<file path="src/telemetry_frame_builder_assert.svh">
// ----------------------------------------------------------------------------
// Telemetry frame builder assertion macros
// Shared concurrent assertion forms used by the frame builder RTL.
// ----------------------------------------------------------------------------
`ifndef TELEMETRY_FRAME_BUILDER_ASSERT_SVH
`define TELEMETRY_FRAME_BUILDER_ASSERT_SVH

// The consequent must hold in the same cycle as the antecedent.
`define TFB_ASSERT_SAME(lbl, clk, rst, ante, cons, msg) \
   lbl: assert property (@(posedge clk) disable iff (rst) (ante) |-> (cons)) else $error(msg);

// The consequent must hold in the cycle after the antecedent.
`define TFB_ASSERT_NEXT(lbl, clk, rst, ante, cons, msg) \
   lbl: assert property (@(posedge clk) disable iff (rst) (ante) |=> (cons)) else $error(msg);

`endif

</file>
<file path="src/tfb_pkg.sv">
// ----------------------------------------------------------------------------
// Telemetry frame builder package
// Frame geometry, register indexes, cell types and the battery scaling.
// ----------------------------------------------------------------------------
package tfb_pkg;

   // Frame geometry.
   localparam int FRAME_BYTES = 16;
   localparam int IDX_W       = 2;
   localparam int CSR_DATA_W  = 16;

   // Configuration register indexes.
   localparam logic [IDX_W-1:0] CSR_HEADER_BYTE    = 2'd0;
   localparam logic [IDX_W-1:0] CSR_OPTIONAL_SMALL = 2'd1;
   localparam logic [IDX_W-1:0] CSR_OPTIONAL_WORD  = 2'd2;

   // Whole frame as a row of bytes, byte 0 in the lowest slot.
   typedef logic [FRAME_BYTES-1:0][7:0] frame_type;

   // Contents of one byte cell of the shift line.
   typedef struct packed {
      logic       valid;
      logic       last;
      logic [7:0] data;
   } cell_type;

   // Control shared by all cells.
   typedef struct packed {
      logic load;
      logic shift;
   } cell_ctrl_type;

   // Battery percent: raw * 100 / 255, done as a reciprocal multiply.
   // For x below 65535, x / 255 equals (x + (x >> 8) + 1) >> 8.
   function automatic logic [6:0] battery_percent(input logic [7:0] raw);
      logic [14:0] prod;
      logic [15:0] sum;
      prod = 15'(raw) * 15'd100;
      sum  = 16'(prod) + 16'(prod[14:8]) + 16'd1;
      return sum[14:8];
   endfunction

endpackage

</file>
<file path="src/tfb_packer.sv">
// ----------------------------------------------------------------------------
// Telemetry frame packer
// Places the sample fields into the fourteen data bytes and adds the checksum.
// ----------------------------------------------------------------------------
module tfb_packer (
   input  logic              [1:0]  system_status,
   input  logic signed       [7:0]  left_speed,
   input  logic signed       [7:0]  right_speed,
   input  logic signed       [15:0] left_ticks,
   input  logic signed       [15:0] right_ticks,
   input  logic              [7:0]  temperature,
   input  logic signed       [15:0] motor_current,
   input  logic              [7:0]  battery_raw,
   input  logic                     charging,
   input  logic              [7:0]  header_byte,
   input  logic              [5:0]  optional_small,
   input  logic              [15:0] optional_word,
   output tfb_pkg::frame_type       frame
);
   import tfb_pkg::*;

   logic [6:0] bat;
   logic [7:0] even_x;
   logic [7:0] odd_x;
   frame_type  data;

   assign bat = battery_percent(battery_raw);

   // Field packing at fixed bit positions.
   always_comb begin
      data       = '0;
      data[0]    = header_byte;
      data[1]    = {6'd0, system_status};
      data[2]    = left_speed;
      data[3]    = right_speed;
      data[4]    = left_ticks[7:0];
      data[5]    = {right_ticks[1:0], left_ticks[13:8]};
      data[6]    = right_ticks[9:2];
      data[7]    = {6'd0, right_ticks[11:10]};
      data[8]    = {motor_current[0], temperature[6:0]};
      data[9]    = motor_current[8:1];
      data[10]   = {bat[5:0], motor_current[10:9]};
      data[11]   = {optional_small, charging, bat[6]};
      data[12]   = optional_word[7:0];
      data[13]   = optional_word[15:8];
   end

   // Checksum: even bytes fold into the low byte, odd bytes into the high byte.
   always_comb begin
      even_x = '0;
      odd_x  = '0;
      for (int i = 0; i < FRAME_BYTES - 2; i += 2) begin
         even_x = even_x ^ data[i];
         odd_x  = odd_x ^ data[i+1];
      end
   end

   always_comb begin
      frame                  = data;
      frame[FRAME_BYTES-2]   = even_x;
      frame[FRAME_BYTES-1]   = odd_x;
   end

endmodule

</file>
<file path="src/tfb_cell.sv">
// ----------------------------------------------------------------------------
// Telemetry frame byte cell
// One stage of the output shift line: loads a frame byte or takes its neighbor's.
// ----------------------------------------------------------------------------
module tfb_cell (
   input  logic                  clock,
   input  logic                  reset,
   input  tfb_pkg::cell_ctrl_type ctrl,
   input  tfb_pkg::cell_type     load_val,
   input  tfb_pkg::cell_type     from_up,
   output tfb_pkg::cell_type     stage_out
);
   import tfb_pkg::*;

   logic       valid_ff, valid_in;
   logic       last_ff,  last_in;
   logic [7:0] data_ff,  data_in;

   // A load wins over a shift; otherwise the cell holds.
   always_comb begin
      valid_in = valid_ff;
      last_in  = last_ff;
      data_in  = data_ff;
      if (ctrl.load) begin
         valid_in = load_val.valid;
         last_in  = load_val.last;
         data_in  = load_val.data;
      end else if (ctrl.shift) begin
         valid_in = from_up.valid;
         last_in  = from_up.last;
         data_in  = from_up.data;
      end
   end

   // Occupancy is control state and is cleared by reset.
   always_ff @(posedge clock) begin
      if (reset) begin
         valid_ff <= 1'b0;
      end else begin
         valid_ff <= valid_in;
      end
   end

   // Byte payload needs no reset.
   always_ff @(posedge clock) begin
      last_ff <= last_in;
      data_ff <= data_in;
   end

   assign stage_out = '{valid: valid_ff, last: last_ff, data: data_ff};

endmodule

</file>
<file path="src/telemetry_frame_builder.sv">
// ----------------------------------------------------------------------------
// Telemetry frame builder
// Turns one telemetry sample into a sixteen-byte frame sent one byte per item.
// ----------------------------------------------------------------------------
//  Channel | Direction | Handshake          | Payload
//  req_    | in        | req_valid/req_stall| one telemetry sample
//  rsp_    | out       | rsp_valid/rsp_stall| one frame byte, last flag on byte 15
//  csr_    | in        | csr_we             | csr_index, csr_wdata
//
//  A sample is packed into a row of sixteen byte cells in the cycle it is taken.
//  Bytes leave from cell 0 one per cycle while rsp_stall is low; each cell hands
//  its byte down the row. A new sample is taken in the cycle the last byte
//  of the previous frame leaves, so with no stall the frames follow with no gap.
//  Output stalls freeze the whole row; reset empties it and clears the registers.
// ----------------------------------------------------------------------------
module telemetry_frame_builder (
   input  logic                                clock,
   input  logic                                reset,
   input  logic                                req_valid,
   output logic                                req_stall,
   input  logic        [1:0]                   req_system_status,
   input  logic signed [7:0]                   req_left_speed,
   input  logic signed [7:0]                   req_right_speed,
   input  logic signed [15:0]                  req_left_ticks,
   input  logic signed [15:0]                  req_right_ticks,
   input  logic        [7:0]                   req_temperature,
   input  logic signed [15:0]                  req_motor_current,
   input  logic        [7:0]                   req_battery_raw,
   input  logic                                req_charging,
   output logic                                rsp_valid,
   input  logic                                rsp_stall,
   output logic        [7:0]                   rsp_frame_byte,
   output logic                                rsp_last_byte,
   input  logic                                csr_we,
   input  logic        [tfb_pkg::IDX_W-1:0]    csr_index,
   input  logic        [tfb_pkg::CSR_DATA_W-1:0] csr_wdata
);
   import tfb_pkg::*;

   `include "telemetry_frame_builder_assert.svh"

   logic [7:0]    header_ff;
   logic [5:0]    opt_small_ff;
   logic [15:0]   opt_word_ff;
   frame_type     frame;
   cell_ctrl_type ctrl;
   logic          req_take;
   logic          rsp_take;
   cell_type      cells [FRAME_BYTES];
   cell_type      loads [FRAME_BYTES];

   // Configuration registers; unknown indexes are ignored.
   always_ff @(posedge clock) begin
      if (reset) begin
         header_ff    <= '0;
         opt_small_ff <= '0;
         opt_word_ff  <= '0;
      end else if (csr_we) begin
         case (csr_index)
            CSR_HEADER_BYTE:    header_ff    <= csr_wdata[7:0];
            CSR_OPTIONAL_SMALL: opt_small_ff <= csr_wdata[5:0];
            CSR_OPTIONAL_WORD:  opt_word_ff  <= csr_wdata;
            default: ;
         endcase
      end
   end

   tfb_packer u_packer (
      .system_status  (req_system_status),
      .left_speed     (req_left_speed),
      .right_speed    (req_right_speed),
      .left_ticks     (req_left_ticks),
      .right_ticks    (req_right_ticks),
      .temperature    (req_temperature),
      .motor_current  (req_motor_current),
      .battery_raw    (req_battery_raw),
      .charging       (req_charging),
      .header_byte    (header_ff),
      .optional_small (opt_small_ff),
      .optional_word  (opt_word_ff),
      .frame          (frame)
   );

   // Handshake: the row takes a sample when empty or as its last byte leaves.
   assign rsp_take  = cells[0].valid && !rsp_stall;
   assign req_stall = cells[0].valid && !(cells[0].last && !rsp_stall);
   assign req_take  = req_valid && !req_stall;
   assign ctrl      = '{load: req_take, shift: rsp_take};

   // Row of byte cells; the top cell is fed an empty slot.
   for (genvar g = 0; g < FRAME_BYTES; g++) begin : g_cell
      cell_type up_val;
      assign loads[g] = '{valid: 1'b1, last: (g == FRAME_BYTES - 1), data: frame[g]};
      if (g == FRAME_BYTES - 1) begin : g_top
         assign up_val = '{valid: 1'b0, last: 1'b0, data: 8'd0};
      end else begin : g_mid
         assign up_val = cells[g+1];
      end
      tfb_cell u_cell (
         .clock     (clock),
         .reset     (reset),
         .ctrl      (ctrl),
         .load_val  (loads[g]),
         .from_up   (up_val),
         .stage_out (cells[g])
      );
   end

   assign rsp_valid      = cells[0].valid;
   assign rsp_frame_byte = cells[0].data;
   assign rsp_last_byte  = cells[0].last;

   // A frame runs without gaps until its last byte has gone.
   `TFB_ASSERT_NEXT(a_frame_continues, clock, reset, rsp_take && !cells[0].last, rsp_valid, "frame broke off before its last byte")
   // A taken sample fills the row with the last byte at the top.
   `TFB_ASSERT_NEXT(a_load_fills_row, clock, reset, req_take, rsp_valid && cells[FRAME_BYTES-1].valid && cells[FRAME_BYTES-1].last, "sample load did not fill the row")
   // The row holds its bytes contiguously from cell 0.
   `TFB_ASSERT_SAME(a_row_contiguous, clock, reset, cells[1].valid, cells[0].valid && !cells[0].last, "gap or stray byte in the cell row")

endmodule

</file>
<file path="config.mk">
export PLATFORM = sky130hd
export DESIGN_NAME = telemetry_frame_builder
export DESIGN_NICKNAME = d
export VERILOG_FILES = /design/src/tfb_pkg.sv /design/src/tfb_packer.sv /design/src/tfb_cell.sv /design/src/telemetry_frame_builder.sv
export VERILOG_INCLUDE_DIRS = /design/src /design/src/src
export SDC_FILE = /design/constraint.sdc
export NUM_CORES = 1
export LEC_CHECK = 0
export ABC_AREA = 1
export BUFFER_PORTS_ARGS = -buffer_cell sky130_fd_sc_hd__buf_2
export CORE_UTILIZATION = 60
export CTS_CLUSTER_SIZE = 28
export DETAILED_ROUTE_END_ITERATION = 12
export PLACE_DENSITY = 0.86
export SYNTH_ARGS = -nofsm -noshare
export SYNTH_HDL_FRONTEND = slang
export SYNTH_HIERARCHICAL = 1
export SYNTH_SLANG_ARGS = --single-unit
export TNS_END_PERCENT = 10
</file>
<file path="constraint.sdc">
create_clock -name clock -period 5.9 [get_ports clock]
set_input_delay 0.885 -clock clock [delete_from_list [all_inputs] [get_ports clock]]
set_output_delay 0.885 -clock clock [all_outputs]
set_load 0.1 [all_outputs]
</file>
# == Word-level counts from Yosys, hierarchy flattened ==
# Index checks and enable logic that the tools add are counted.
# word_totals
input_bits,106
output_inout_bits,11
elab_cells,146
ff_bits,190
# classes
n_reduce_logical,12
mul,1
mux,64
add_sub_neg,2
eq_ne,2
bitwise,12
# ops
cell,count
$mux W8,28
$xor A8 B8 Y8,10
$mux W1,32
$add A15 B1 Y15 const B,1
$add A15 B7 Y15,1
$mul A8 B5 Y13 const B,1
$mux W2,4
$xor A2 B8 Y8,1
$xor A8 B2 Y8,1
$reduce_and A2 Y1,3
$logic_and A1 B1 Y1,4
$logic_not A1 Y1,3
$eq A2 B1 Y1 const B,1
$eq A2 B2 Y1 const B,1
$logic_not A2 Y1,1
$reduce_bool A2 Y1,1

# == Logic depth before layout (Yosys ltp) ==
# logic_depth
word_depth,7
mapped_depth,28
ltp_nobuf,28

# == Hierarchy ==
# The synthesis kept the hierarchy.
# by_module_without_submodules
mod,instances,cells_per_inst,seq_area_each_um2,area_per_inst_um2
tfb_cell,16,50,290.3,470.5
tfb_packer,1,396,0.0,2840.2
telemetry_frame_builder,1,204,600.6,1343.8

# == Worst setup path before layout ==
# No wires, ideal clock.
# synth_path
path_type,input to register
startpoint,input rsp_stall
endpoint,register g_cell[0].u_cell.data_ff[0] (enable)
path_buffers,0
path_stages,5
setup_time_ns,0.334
setup_slack_ns,0.929
required_time_ns,5.566
arrival_ns,4.637
path_cell_list,inv_1 a21oi_1 nor2_1 nor2_1 inv_1
# synth_via
elab_chain_cells,7
elab_cells_between_ends,8
cone_classes,reduce/logical (8)
# synth_rtl
element,line_no,rtl
"start, declared",telemetry_frame_builder.sv:31,"input logic rsp_stall,"
$logic_not A1 Y1,telemetry_frame_builder.sv:86,assign req_stall = cells[0].valid && !(cells[0].last && !rsp_stall);
$logic_and A1 B1 Y1,telemetry_frame_builder.sv:86,
$logic_not A1 Y1,telemetry_frame_builder.sv:86,
$logic_and A1 B1 Y1,telemetry_frame_builder.sv:86,
via req_stall,telemetry_frame_builder.sv:20,"output logic req_stall,"
$logic_not A1 Y1,telemetry_frame_builder.sv:87,assign req_take = req_valid && !req_stall;
$logic_and A1 B1 Y1,telemetry_frame_builder.sv:87,
via req_take,telemetry_frame_builder.sv:47,logic req_take;
$reduce_bool A2 Y1 (no source line),--,
"end signal, assigned",tfb_cell.sv:47,data_ff <= data_in;
"end, declared",tfb_cell.sv:17,"logic [7:0] data_ff, data_in;"
# The timed path passes the listed nets, and every way through them passes these cells.
# A chain may end at the register's enable or synchronous reset.

==> flow_metrics.env <==
export IMPL_period_needed_ns=4.67
export IMPL_internal_power_w=0.00248
export IMPL_synthDistinctLibCells=35
export IMPL_synth_edf_count=144
export IMPL_cts_num_sinks=190
export IMPL_cts_resized=0
export IMPL_cts_buffers=17
export IMPL_async_flop_share_pct=0
export IMPL_seq_area_frac_synth_pct=44.8
export IMPL_drt_vias_per_instance=5.11
export IMPL_status="completed"
export IMPL_grt_overflow=0
export IMPL_clockRootBuffer="clkbuf_16"
export IMPL_num_vias=8622
export IMPL_finalHoldViolCount=0
export IMPL_die_h_um=142
export IMPL_timing_rr_end="g_cell[10].u_cell/data_ff[0]"
export IMPL_slew_violations=0
export IMPL_min_path_cells=2
export IMPL_ant_nets=0
export IMPL_synth_top_area_cell="edfxtp_1"
export IMPL_grt_first_pass_wirelength_um=41100
export IMPL_grt_max_degree=63
export IMPL_htree_num_levels=4
export IMPL_cts_setup_buffers=0
export IMPL_first_pass_iters=5
export IMPL_fillerInstances=1482
export IMPL_ys_flop_type="edfxtp_1"
export IMPL_switching_share_pct=33.5
export IMPL_hp_class="reg -> reg"
export IMPL_maxCapViolCount=0
export IMPL_irDropWorstVdd_uv=207
export IMPL_setup_viol=0
export IMPL_drc=0
export IMPL_max_clock_freq_mhz=214
export IMPL_endpoint_kind="register"
export IMPL_min_to="g_cell[14].u_cell/data_ff[5]"
export IMPL_final_nets=1557
export IMPL_core_area_um2=18900
export IMPL_p_leak_nw=6.10
export IMPL_tightestPinTransition_ns=1.11
export IMPL_ios=117
export IMPL_avgSynthCellArea_um2=8.37
export IMPL_drive_gt1_share_pct=16.4
export IMPL_die_area_um2=20100
export IMPL_slew_headroom_pct=26.1
export IMPL_crit_fanout=9
export IMPL_yosys_area_top_type_share_pct=36.9
export IMPL_rsz0062_at_grt="no"
export IMPL_arrival_ns=4.86
export IMPL_hp_start="g_cell[15].u_cell/data_ff[5]"
export IMPL_clock_path_buffers=2
export IMPL_cts_tree="built"
export IMPL_timing_rr_start="g_cell[0].u_cell/valid_ff"
export IMPL_crit_required_ns=6.09
export IMPL_die_w_um=142
export IMPL_powerDensity_nw_per_um2=308
export IMPL_numPlacedInstances=1656
export IMPL_antenna_found_initial=0
export IMPL_num_antenna_cells=0
export IMPL_post_drt_wl_per_cell_um=15.5
export IMPL_finalWirelength_um=26100
export IMPL_r2r_setup_slack_ns=3.24
export IMPL_synth_seq_cells=190
export IMPL_clk_pin_slew_worst_paths_ns=0.07
export IMPL_synth_area_leaders="edfxtp_1, nand2_1, buf_4"
export IMPL_grt_use_total_pct=27.3
export IMPL_syn_inst=1400
export IMPL_start_util_pct=62.0
export IMPL_fin_util_pct=64.0
export IMPL_insertion_delay_ns=0.45
export IMPL_first_global_vias=8338
export IMPL_fin_cells=1688
export IMPL_fin_crit_sh_pct=79.2
export IMPL_hpwl_um=19100
export IMPL_p_sw_w=0.00125
export IMPL_yosysWarnings=6
export IMPL_cts_hold_fix_buffers=0
export IMPL_sequentialPowerShare_pct=45.0
export IMPL_combPwrFrac_pct=25.6
export IMPL_drtIter0Drc=743
export IMPL_rr_worst_depth=6
export IMPL_synthToLayoutAreaGrowth_pct=3.17
export IMPL_port_buffers=104
export IMPL_critical_path_class="in -> reg"
export IMPL_globalplace_congestion=0.895
export IMPL_p_clk_share_pct=29.4
export IMPL_crit_path_start_kind="primary input"
export IMPL_std_cell_rows=50
export IMPL_synth_area_um2=11700
export IMPL_finClkSkew_ns=0.0135
export IMPL_finalSetupTns_ns=0
[routing by layer]
metal / vias up / GRT usage, % / routed length, um
met4: 0 / 14.4 / 1170
met1: 3920 / 32.8 / 9850
met5: - / 0 / 0
met2: 420 / 47.0 / 12700
li1: 4203 / - / -
met3: 79 / 4.56 / 2350
[critical path, cell delays in order]
cell,delay (ns)
buf_2,0.12
ha_1,0.30
ha_1,0.29
inv_1,0.05
fa_1,0.48
inv_1,0.04
ha_1,0.40
a21oi_2,0.11
or2_1,0.23
nand3_1,0.07
nand2_1,0.07
nand2_1,0.13
inv_2,0.09
ha_1,0.32
nand2_1,0.06
inv_1,0.09
nand3_2,0.08
o21ai_2,0.12
nand2_1,0.10
o21ai_4,0.28
nand3_2,0.12
nand2_1,0.11
nand2_2,0.07
nand2_1,0.06
nand2_1,0.05
nand2_1,0.08
nand2_1,0.06
[metrics by stage]
stage                     area (um^2)  hold slack (ns)  setup WS (ns)  total power (W)
final                           12100            0.510           1.23          0.00373
after global routing            12100            0.529          0.960          0.00390
after CTS                       12100            0.513           1.28          0.00372
after detailed placement        11500            0.495          0.875          0.00263
after global placement          11500            0.490           1.04          0.00259
after floorplan                 11900            0.487          0.929          0.00246
[cell type report]
| cell class | instances | area, um^2 | area share, % |
|---|---|---|---|
| Clock buffer | 18 | 429 | 3.55 |
| Clock inverter | 14 | 128 | 1.06 |
| Inverter | 136 | 510 | 4.22 |
| Multi-Input combinational cell | 962 | 4870 | 40.3 |
| Sequential cell | 190 | 5250 | 43.4 |
| Tap cell | 260 | 325 | 2.69 |
| Timing Repair Buffer | 108 | 576 | 4.76 |
[flip-flops by register name, summed over array words and instances, names as in the netlist]
name / flops
g_cell.u_cell/data_ff: 128
g_cell.u_cell/last_ff: 16
g_cell.u_cell/valid_ff: 16
opt_word_ff: 16
header_ff: 8
opt_small_ff: 6
[logic make-up (layout without fill, tap and decap cells)]
logic type / Yosys count / in the layout / synth area share [%]
compound gates: 20 / 20 / 1.14
simple gates: 770 / 770 / 28.5
other cells: 3 / 54 / 0.0961
xor+xnor: 82 / 82 / 6.13
fa+ha+maj: 36 / 36 / 4.04
buf+inv: 299 / 276 / 15.4
flops: 190 / 190 / 44.8
[placed cells by master, fill, tap and decap left out, types with 29 or more instances in the layout]
master and n:
conb_1 54, inv_1 119, edfxtp_1 144, xnor2_1 53, ha_1 33, dfxtp_1 46, nand3_2 40, buf_2 104
nor2_1 76, xor2_1 29, nand2_1 576, nand3_1 32
[Yosys cell counts, types with 17 or more instances]
library cell / count
buf_4: 139
buf_6: 20
dfxtp_1: 46
edfxtp_1: 144
ha_1: 33
inv_1: 119
inv_2: 17
nand2_1: 576
nand2_2: 23
nand3_1: 32
nand3_2: 40
nor2_1: 78
xnor2_1: 53
xor2_1: 29
[how the worst max path moves through the flow]
stage	from	to	slack [ns]	cells after the start
floorplan	rsp_stall	g_cell[0].u_cell/data_ff[0]	0.93	5
global placement	req_battery_raw[3]	g_cell[14].u_cell/data_ff[7]	1.04	27
detailed placement	req_battery_raw[3]	g_cell[14].u_cell/data_ff[4]	0.87	26
CTS	req_battery_raw[3]	g_cell[14].u_cell/data_ff[7]	1.28	27
global route	req_battery_raw[3]	g_cell[14].u_cell/data_ff[7]	0.96	27
finish	req_battery_raw[3]	g_cell[14].u_cell/data_ff[7]	1.23	27
[power by group through the flow]
| stage | Sequential (W) | Combinational, W | Clock (W) |
|---|---|---|---|
| final | 0.00168 | 0.000954 | 0.00110 |
| after global routing | 0.00169 | 0.00105 | 0.00115 |
| after CTS | 0.00168 | 0.000938 | 0.00110 |
| after detailed placement | 0.00170 | 0.000927 | 0 |
| after global placement | 0.00170 | 0.000897 | 0 |
| after floorplan | 0.00173 | 0.000735 | 0 |
Note: power is estimated with default switching activity, not from simulation.
